==> config.mk <==
export PLATFORM = sky130hd
export DESIGN_NAME = ipv6_home_address_option_finder
export DESIGN_NICKNAME = d
export VERILOG_FILES = /design/src/sv/hao_pkg.sv /design/src/sv/hao_parser.sv /design/src/sv/hao_result_reg.sv /design/src/sv/ipv6_home_address_option_finder.sv
export SDC_FILE = /design/constraint.sdc
export NUM_CORES = 1
export LEC_CHECK = 0
export BUFFER_PORTS_ARGS = -buffer_cell sky130_fd_sc_hd__buf_2
export CORE_MARGIN = 3
export CORE_UTILIZATION = 61
export CTS_BUF_LIST = sky130_fd_sc_hd__clkbuf_8
export DETAILED_ROUTE_END_ITERATION = 10
export GPL_ROUTABILITY_DRIVEN = 1
export PLACE_DENSITY = 0.88
export SLEW_MARGIN = 15
export SYNTH_ARGS = -nofsm -noshare
export SYNTH_HDL_FRONTEND = slang
export SYNTH_HIERARCHICAL = 1
export SYNTH_SLANG_ARGS = --single-unit
==> constraint.sdc <==
create_clock -name clk -period 8.6 [get_ports clk]
set_clock_uncertainty 0.1 [all_clocks]
set_input_delay 1.29 -clock clk [delete_from_list [all_inputs] [get_ports clk]]
set_output_delay 1.29 -clock clk [all_outputs]
set_load 0.02 [all_outputs]
==> src/sv/hao_pkg.sv <==
// Shared constants and types for the home address option finder.
package hao_pkg;

	localparam int unsigned DATA_W  = 8;
	localparam int unsigned REM_W   = 11;
	localparam int unsigned CNT_W   = 5;
	localparam int unsigned WORD_W  = 64;

	localparam logic [DATA_W-1:0] OPT_PAD1 = 8'd0;
	localparam logic [DATA_W-1:0] OPT_HOME = 8'd201;

	// One decision of the option walker.
	typedef struct packed {
		logic              found;
		logic [WORD_W-1:0] home_addr_high;
		logic [WORD_W-1:0] home_addr_low;
	} hao_result_t;

endpackage

==> src/sv/hao_parser.sv <==
// Option walker state machine for the destination options header.
module hao_parser
	import hao_pkg::*;
(
	input  logic              clk,
	input  logic              arst_n,
	input  logic              step,
	input  logic [DATA_W-1:0] data_byte,
	input  logic              header_start,
	input  logic              end_of_packet,
	output logic              decided,
	output hao_result_t       result
);

	typedef enum logic [2:0] {
		PH_IDLE,
		PH_HDR_LEN,
		PH_OPT_TYPE,
		PH_OPT_LEN,
		PH_SKIP,
		PH_ADDR
	} phase_t;

	phase_t             phase_q, phase_d;
	logic [REM_W-1:0]   remaining_q, remaining_d, remaining_n, opt_len;
	logic [DATA_W-1:0]  skip_q, skip_d, skip_n;
	logic               home_q, home_d;
	logic [CNT_W-1:0]   count_q, count_d, count_n;
	logic [WORD_W-1:0]  shift_q, shift_d, shift_n;
	logic [WORD_W-1:0]  words_q, words_d;
	logic               decided_w, found_w;

	always_comb begin
		phase_d     = phase_q;
		remaining_d = remaining_q;
		skip_d      = skip_q;
		home_d      = home_q;
		count_d     = count_q;
		shift_d     = shift_q;
		words_d     = words_q;
		decided_w   = 1'b0;
		found_w     = 1'b0;
		remaining_n = remaining_q;
		skip_n      = skip_q - 1'b1;
		count_n     = count_q + 1'b1;
		shift_n     = {shift_q[WORD_W-DATA_W-1:0], data_byte};
		opt_len     = {{(REM_W-DATA_W){1'b0}}, data_byte} + 11'd2;
		result      = '0;

		if (header_start) begin
			phase_d     = PH_HDR_LEN;
			remaining_d = '0;
			skip_d      = '0;
			home_d      = 1'b0;
			count_d     = '0;
			shift_d     = '0;
			words_d     = '0;
		end else begin
			case (phase_q)
				PH_HDR_LEN: begin
					// Area length is (len + 1) * 8 - 2, which is len * 8 + 6.
					remaining_n = {data_byte, 3'b110};
					remaining_d = remaining_n;
					if (remaining_n <= 11'd2) begin
						decided_w = 1'b1;
					end else begin
						phase_d = PH_OPT_TYPE;
					end
				end
				PH_OPT_TYPE: begin
					home_d = (data_byte == OPT_HOME);
					if (data_byte == OPT_PAD1) begin
						remaining_n = remaining_q - 1'b1;
						remaining_d = remaining_n;
						if (remaining_n <= 11'd2) begin
							decided_w = 1'b1;
						end
					end else begin
						phase_d = PH_OPT_LEN;
					end
				end
				PH_OPT_LEN: begin
					if (opt_len > remaining_q) begin
						decided_w = 1'b1;
					end else if (home_q) begin
						count_d = '0;
						shift_d = '0;
						phase_d = PH_ADDR;
					end else begin
						remaining_n = remaining_q - opt_len;
						remaining_d = remaining_n;
						skip_d      = data_byte;
						if (data_byte == '0) begin
							if (remaining_n <= 11'd2) begin
								decided_w = 1'b1;
							end else begin
								phase_d = PH_OPT_TYPE;
							end
						end else begin
							phase_d = PH_SKIP;
						end
					end
				end
				PH_SKIP: begin
					skip_d = skip_n;
					if (skip_n == '0) begin
						if (remaining_q <= 11'd2) begin
							decided_w = 1'b1;
						end else begin
							phase_d = PH_OPT_TYPE;
						end
					end
				end
				PH_ADDR: begin
					count_d = count_n;
					if (count_n == 5'd8) begin
						words_d = shift_n;
						shift_d = '0;
					end else if (count_n >= 5'd16) begin
						shift_d   = shift_n;
						decided_w = 1'b1;
						found_w   = 1'b1;
					end else begin
						shift_d = shift_n;
					end
				end
				default: begin
				end
			endcase
		end

		// A packet that ends inside a header closes it with a not-found result.
		if (!decided_w && end_of_packet && phase_d != PH_IDLE) begin
			decided_w = 1'b1;
		end
		if (decided_w || end_of_packet) begin
			phase_d = PH_IDLE;
		end

		if (found_w) begin
			result.found          = 1'b1;
			result.home_addr_high = words_q;
			result.home_addr_low  = shift_n;
		end
	end

	assign decided = decided_w;

	always_ff @(posedge clk or negedge arst_n) begin
		if (!arst_n) begin
			phase_q     <= PH_IDLE;
			remaining_q <= '0;
			skip_q      <= '0;
			home_q      <= 1'b0;
			count_q     <= '0;
			shift_q     <= '0;
			words_q     <= '0;
		end else if (step) begin
			phase_q     <= phase_d;
			remaining_q <= remaining_d;
			skip_q      <= skip_d;
			home_q      <= home_d;
			count_q     <= count_d;
			shift_q     <= shift_d;
			words_q     <= words_d;
		end
	end

endmodule

==> src/sv/hao_result_reg.sv <==
// Result register that holds one decision until the downstream side takes it.
module hao_result_reg
	import hao_pkg::*;
(
	input  logic        clk,
	input  logic        arst_n,
	input  logic        load,
	input  hao_result_t load_data,
	output logic        slot_free,
	output logic        out_valid,
	input  logic        out_ready,
	output hao_result_t out_data
);

	logic        valid_q;
	hao_result_t data_q;

	// A held result leaves in the same cycle that a new one may enter.
	assign slot_free = !valid_q || out_ready;
	assign out_valid = valid_q;
	assign out_data  = data_q;

	always_ff @(posedge clk or negedge arst_n) begin
		if (!arst_n) begin
			valid_q <= 1'b0;
		end else if (load) begin
			valid_q <= 1'b1;
		end else if (out_ready) begin
			valid_q <= 1'b0;
		end
	end

	always_ff @(posedge clk) begin
		if (load) begin
			data_q <= load_data;
		end
	end

endmodule

==> src/sv/ipv6_home_address_option_finder.sv <==
// Top level of the IPv6 destination options Home Address option finder.
//
//   channel   direction  handshake            payload
//   in        request    in_valid / in_ready  data_byte, header_start, end_of_packet
//   out       response   out_valid/out_ready  found, home_addr_high, home_addr_low
//
// A byte can be accepted on every clock while in_ready is high.
// The walker state advances on the accepting edge; a decision caused by that byte
// is loaded into the result register on that same edge and stays there until it is taken.
// The request side stalls only while a result is held and out_ready is low.
// Reset (arst_n low) returns the walker to waiting for a header start and
// empties the result register.
module ipv6_home_address_option_finder
	import hao_pkg::*;
(
	input  logic              clk,
	input  logic              arst_n,
	input  logic              in_valid,
	output logic              in_ready,
	input  logic [DATA_W-1:0] data_byte,
	input  logic              header_start,
	input  logic              end_of_packet,
	output logic              out_valid,
	input  logic              out_ready,
	output logic              found,
	output logic [WORD_W-1:0] home_addr_high,
	output logic [WORD_W-1:0] home_addr_low
);

	logic        step;
	logic        decided;
	logic        slot_free;
	hao_result_t step_result;
	hao_result_t held_result;

	// A request is taken whenever the result register can absorb a decision.
	assign in_ready = slot_free;
	assign step     = in_valid && slot_free;

	hao_parser u_parser (
		.clk           (clk),
		.arst_n        (arst_n),
		.step          (step),
		.data_byte     (data_byte),
		.header_start  (header_start),
		.end_of_packet (end_of_packet),
		.decided       (decided),
		.result        (step_result)
	);

	hao_result_reg u_result (
		.clk       (clk),
		.arst_n    (arst_n),
		.load      (step && decided),
		.load_data (step_result),
		.slot_free (slot_free),
		.out_valid (out_valid),
		.out_ready (out_ready),
		.out_data  (held_result)
	);

	assign found          = held_result.found;
	assign home_addr_high = held_result.home_addr_high;
	assign home_addr_low  = held_result.home_addr_low;

endmodule
==> qor.log <==
qor: global_routing.largest_net_degree_at_the_start_of_global_routing 130
qor: clock_tree.cts_resized 0
qor: sta.final_worst_path_cycle_share 0.659
qor: sta.finalHoldViolCount 0
qor: floorplanning.die_h 150 um
qor: global_routing.antenna_violations_before_repair 0
qor: job.number_of_max_capacitance_violations_reported 0
qor: yosys.fraction_of_the_yosys_area_taken_by_sequential_cells 0.600
qor: cells_and_area.layout_commonest_cell nand2_1
qor: sta.fin_worst_hold_slack 0.400 ns
qor: route.num_vias 9467
qor: yosys.post_synthesis_simple_gate_area_fraction 0.177
qor: cells_and_area.nNetsFinal 1326
qor: sta.setup_tns 0 ns
qor: cells_and_area.areaGrowthSynthToFinish 13.3%
qor: floorplanning.placement_rows 52
qor: yosys.synth.lib_cells_used.distinct 72
qor: route.routed_wire_length_per_instance 18.2 um
qor: route.number_of_routed_nets_with_antenna_violations 0
qor: place.dpl_cell_area 13500 um^2
qor: floorplanning.core_area 20300 um^2
qor: critical_path.cp_max_fo 66
qor: critical_path.ff2ff_setup_slack 3.93 ns
qor: sta.finalMaxSlewViolations 0
qor: floorplanning.ios 145
qor: clock_tree.clock_insertion_delay_worst_skew 0.54 ns
qor: sta.period_minus_slack 5.67 ns
qor: clock_tree.cts_hold_buffers 0
qor: yosys.netlist_top_cells_area edfxtp_1, dfrtp_1, and2_1, nand2_1, a22oi_1
qor: global_routing.grt_pass1_wl 46500 um
qor: route.drt_iter0_drc 988
qor: yosys.yosysWarnings 6
qor: place.dp_worst_setup_slack 2.45 ns
qor: clock_tree.cts_buffer_depth 3
qor: yosys.synth-edff-count 129
qor: yosys.asyncSetResetFlopFracSynth 0.536
qor: route.detail_route.vias_per_cell 5.92
qor: critical_path.r2r_end u_result/out_data[5]
qor: hold_path.worst_hold_path.num_cells 2
qor: global_routing.grt.total_usage 0.258
qor: yosys.post_synth.cell_area_avg 10.8 um^2
qor: floorplanning.die-area 22500 um^2
qor: sta.layout_setup_ws 2.93 ns
qor: critical_path.worst-setup-path-type input port to flop
qor: cells_and_area.filler_cell_count 1445
qor: critical_path.worst_setup_path_start_kind input port
qor: hold_path.timing.hold.worst.start u_parser/words_q[24]
qor: critical_path.critPathArrivalTime 5.76 ns
qor: hold_path.end_of_the_worst_hold_path u_parser/words_q[24]
qor: clock_tree.clockRootBuffer clkbuf_8
qor: route.drt_first_pass_iters 6
qor: yosys.ys_seq_elements 278
qor: yosys.post_synth_fa_ha_maj_area_fraction 0.0174
qor: yosys.synthesized_net_count 1208
qor: yosys.syn_inst 1177
qor: yosys.synth-xor-area-share 0.0138
qor: sta.rsz0062_at_grt no
qor: clock_tree.postCtsSetupBuffers 0
qor: pwr.power.leakage 0.00590 uW
qor: pwr.power.ir.vdd_worst 0.109 mV
qor: clock_tree.cts_inserted_buffers 45
qor: yosys.yosysTopAreaCellShare 0.306
qor: floorplanning.die_width 150 um
qor: pwr.power-per-cell-area 217 nW/um^2
qor: place.place.detailed.hpwl 18400 um
qor: critical_path.worst-r2r-cell-count 13
qor: yosys.synth_top_family_by_area simple AND/OR/NAND/NOR gates
qor: clock_tree.cts.sinks 278
qor: sta.clock.fmax 176 MHz
qor: sta.relSlewSlack 0.333
qor: cells_and_area.fraction_of_final_layout_cells_with_drive_strength_greater_than_1 0.183
qor: clock_tree.cts_htree_levels 2
qor: critical_path.r2r_start u_parser/remaining_q[0]
qor: hold_path.min_path_type flop to flop
qor: place.place.port_buffers 144
qor: critical_path.cp_data_required_time 8.69 ns
qor: clock_tree.clk_transition_reported_paths 0.06 ns
qor: cells_and_area.antenna_cells 0
qor: floorplanning.initial_core_util 0.624
qor: route.drc 0
qor: yosys.area_fraction_in_compound_gates_after_synthesis 0.152
qor: clock_tree.cts_tree built
qor: global_routing.grt-ovfl-total 0
qor: yosys.yosys.area.top_type edfxtp_1
qor: sta.total_setup_violations_reported_at_the_end_of_the_flow 0
qor: route.postRouteWirelength 29100 um
qor: yosys.netlist_area 12700 um^2
qor: place.place_congestion 0.924
qor: sta.worst-slew-pin-transition 1.00 ns
qor: run_status.status completed
qor: global_routing.first_global_vias 8933
qor: yosys.ys.flop_type dfrtp_1
qor: critical_path.setup.worst_path.end_class flop
qor: cells_and_area.layout_common_cells nand2_1, dfrtp_1, buf_2
qor: cells_and_area.finish.instance_area 14400 um^2
qor: yosys.synth.mux.area_fraction 0.00415
[worst max-delay path, stage by stage]
cell	delay, ns
buf_2	0.18
ha_1	0.22
and3_1	0.21
nand3_1	0.10
xor2_1	0.16
ha_1	0.37
a21o_1	0.21
a211oi_1	0.37
mux2_2	0.40
nor4_2	0.33
nand4_2	0.14
a221oi_2	0.39
a21o_1	0.13
and3_4	0.73
buf_12	0.38
[cells by family after synthesis]
group / after synthesis
AO/OA/AOI/OAI: 300
XOR/XNOR: 20
adder cells (fa/ha/maj): 17
buffers and inverters: 102
flip-flops: 278
multiplexers: 5
AND/OR/NAND/NOR: 455
[synth_stat cells (all sizes together), types with 2 or more instances]
cell       n
a41oi      2
nor3b      3
a22oi     66
inv       17
a21oi     24
o32ai      4
buf       23
ha        16
a211oi     5
mux2       2
and3       5
mux2i      3
or2        3
o21bai     2
a221oi     2
xnor2     10
or4        4
and2     128
a21o       4
o21a       4
o41ai      3
nand2b     7
a31oi      6
nor4      10
o2111ai    5
a21boi     2
o21ai    145
nor2      39
o211ai     3
nand4      4
o31ai     11
clkbuf    62
o22ai      7
dfrtp    149
edfxtp   129
nor2b      3
xor2      10
nand3     14
nand2    208
nor3      23
or3        2
[final cells by class]
class	count	area, um^2	share of cell area
Multi-Input combinational cell	797	4660	0.324
Timing Repair Buffer	156	832	0.0579
Inverter	17	63.8	0.00444
Clock buffer	52	716	0.0498
Tap cell	270	338	0.0235
Sequential cell	278	7600	0.529
Clock inverter	30	151	0.0105
[sequential cells by signal, summed over array words and instances, names as in the netlist]
register	count
u_parser/count_q	5
u_parser/home_q	1
u_parser/phase_q	3
u_parser/remaining_q	11
u_parser/shift_q	56
u_parser/skip_q	8
u_parser/words_q	64
u_result/out_data	129
u_result/out_valid	1
[layer usage]
metal | share of wire | track usage | wire (um) | vias to the layer above
li1 | - | - | - | 4410
met1 | 0.41 | 0.371 | 11900 | 4512
met2 | 0.48 | 0.407 | 13800 | 479
met3 | 0.090 | 0.0473 | 2620 | 66
met4 | 0.024 | 0.0759 | 712 | 0
met5 | 0 | 0 | 0 | -
[how the worst max path moves through the flow]
stage,start,to,slack [ns],depth (start not counted)
finish,data_byte[2],u_result/out_data[5],2.93,15
global route,data_byte[2],u_result/out_data[97],2.66,15
CTS,data_byte[2],u_result/out_data[28],3.01,15
detailed placement,data_byte[2],u_result/out_data[70],2.45,15
global placement,data_byte[1],u_result/out_data[14],2.54,15
floorplan,data_byte[3],u_result/out_valid,0.80,14
[per-stage QoR]
| step | util | power, uW | instances |
|---|---|---|---|
| final | 0.708 | 3110 | 1600 |
| after global routing | 0.708 | 3260 | 1600 |
| after CTS | 0.708 | 3120 | 1600 |
| after detailed placement | 0.665 | 2050 | 1518 |
| after global placement | 0.665 | 2040 | 1518 |
| after floorplan | - | 1920 | 1177 |
[power by group]
| group | switching (uW) | internal (uW) | leakage [uW] | total, uW |
|---|---|---|---|---|
| combinational | 298 | 173 | 0.00220 | 471 |
| sequential | 87.5 | 1480 | 0.00319 | 1570 |
| clock | 492 | 581 | 0.000510 | 1070 |
| total | 878 | 2230 | 0.00590 | 3110 |
Power figures use the tool's default switching activity.
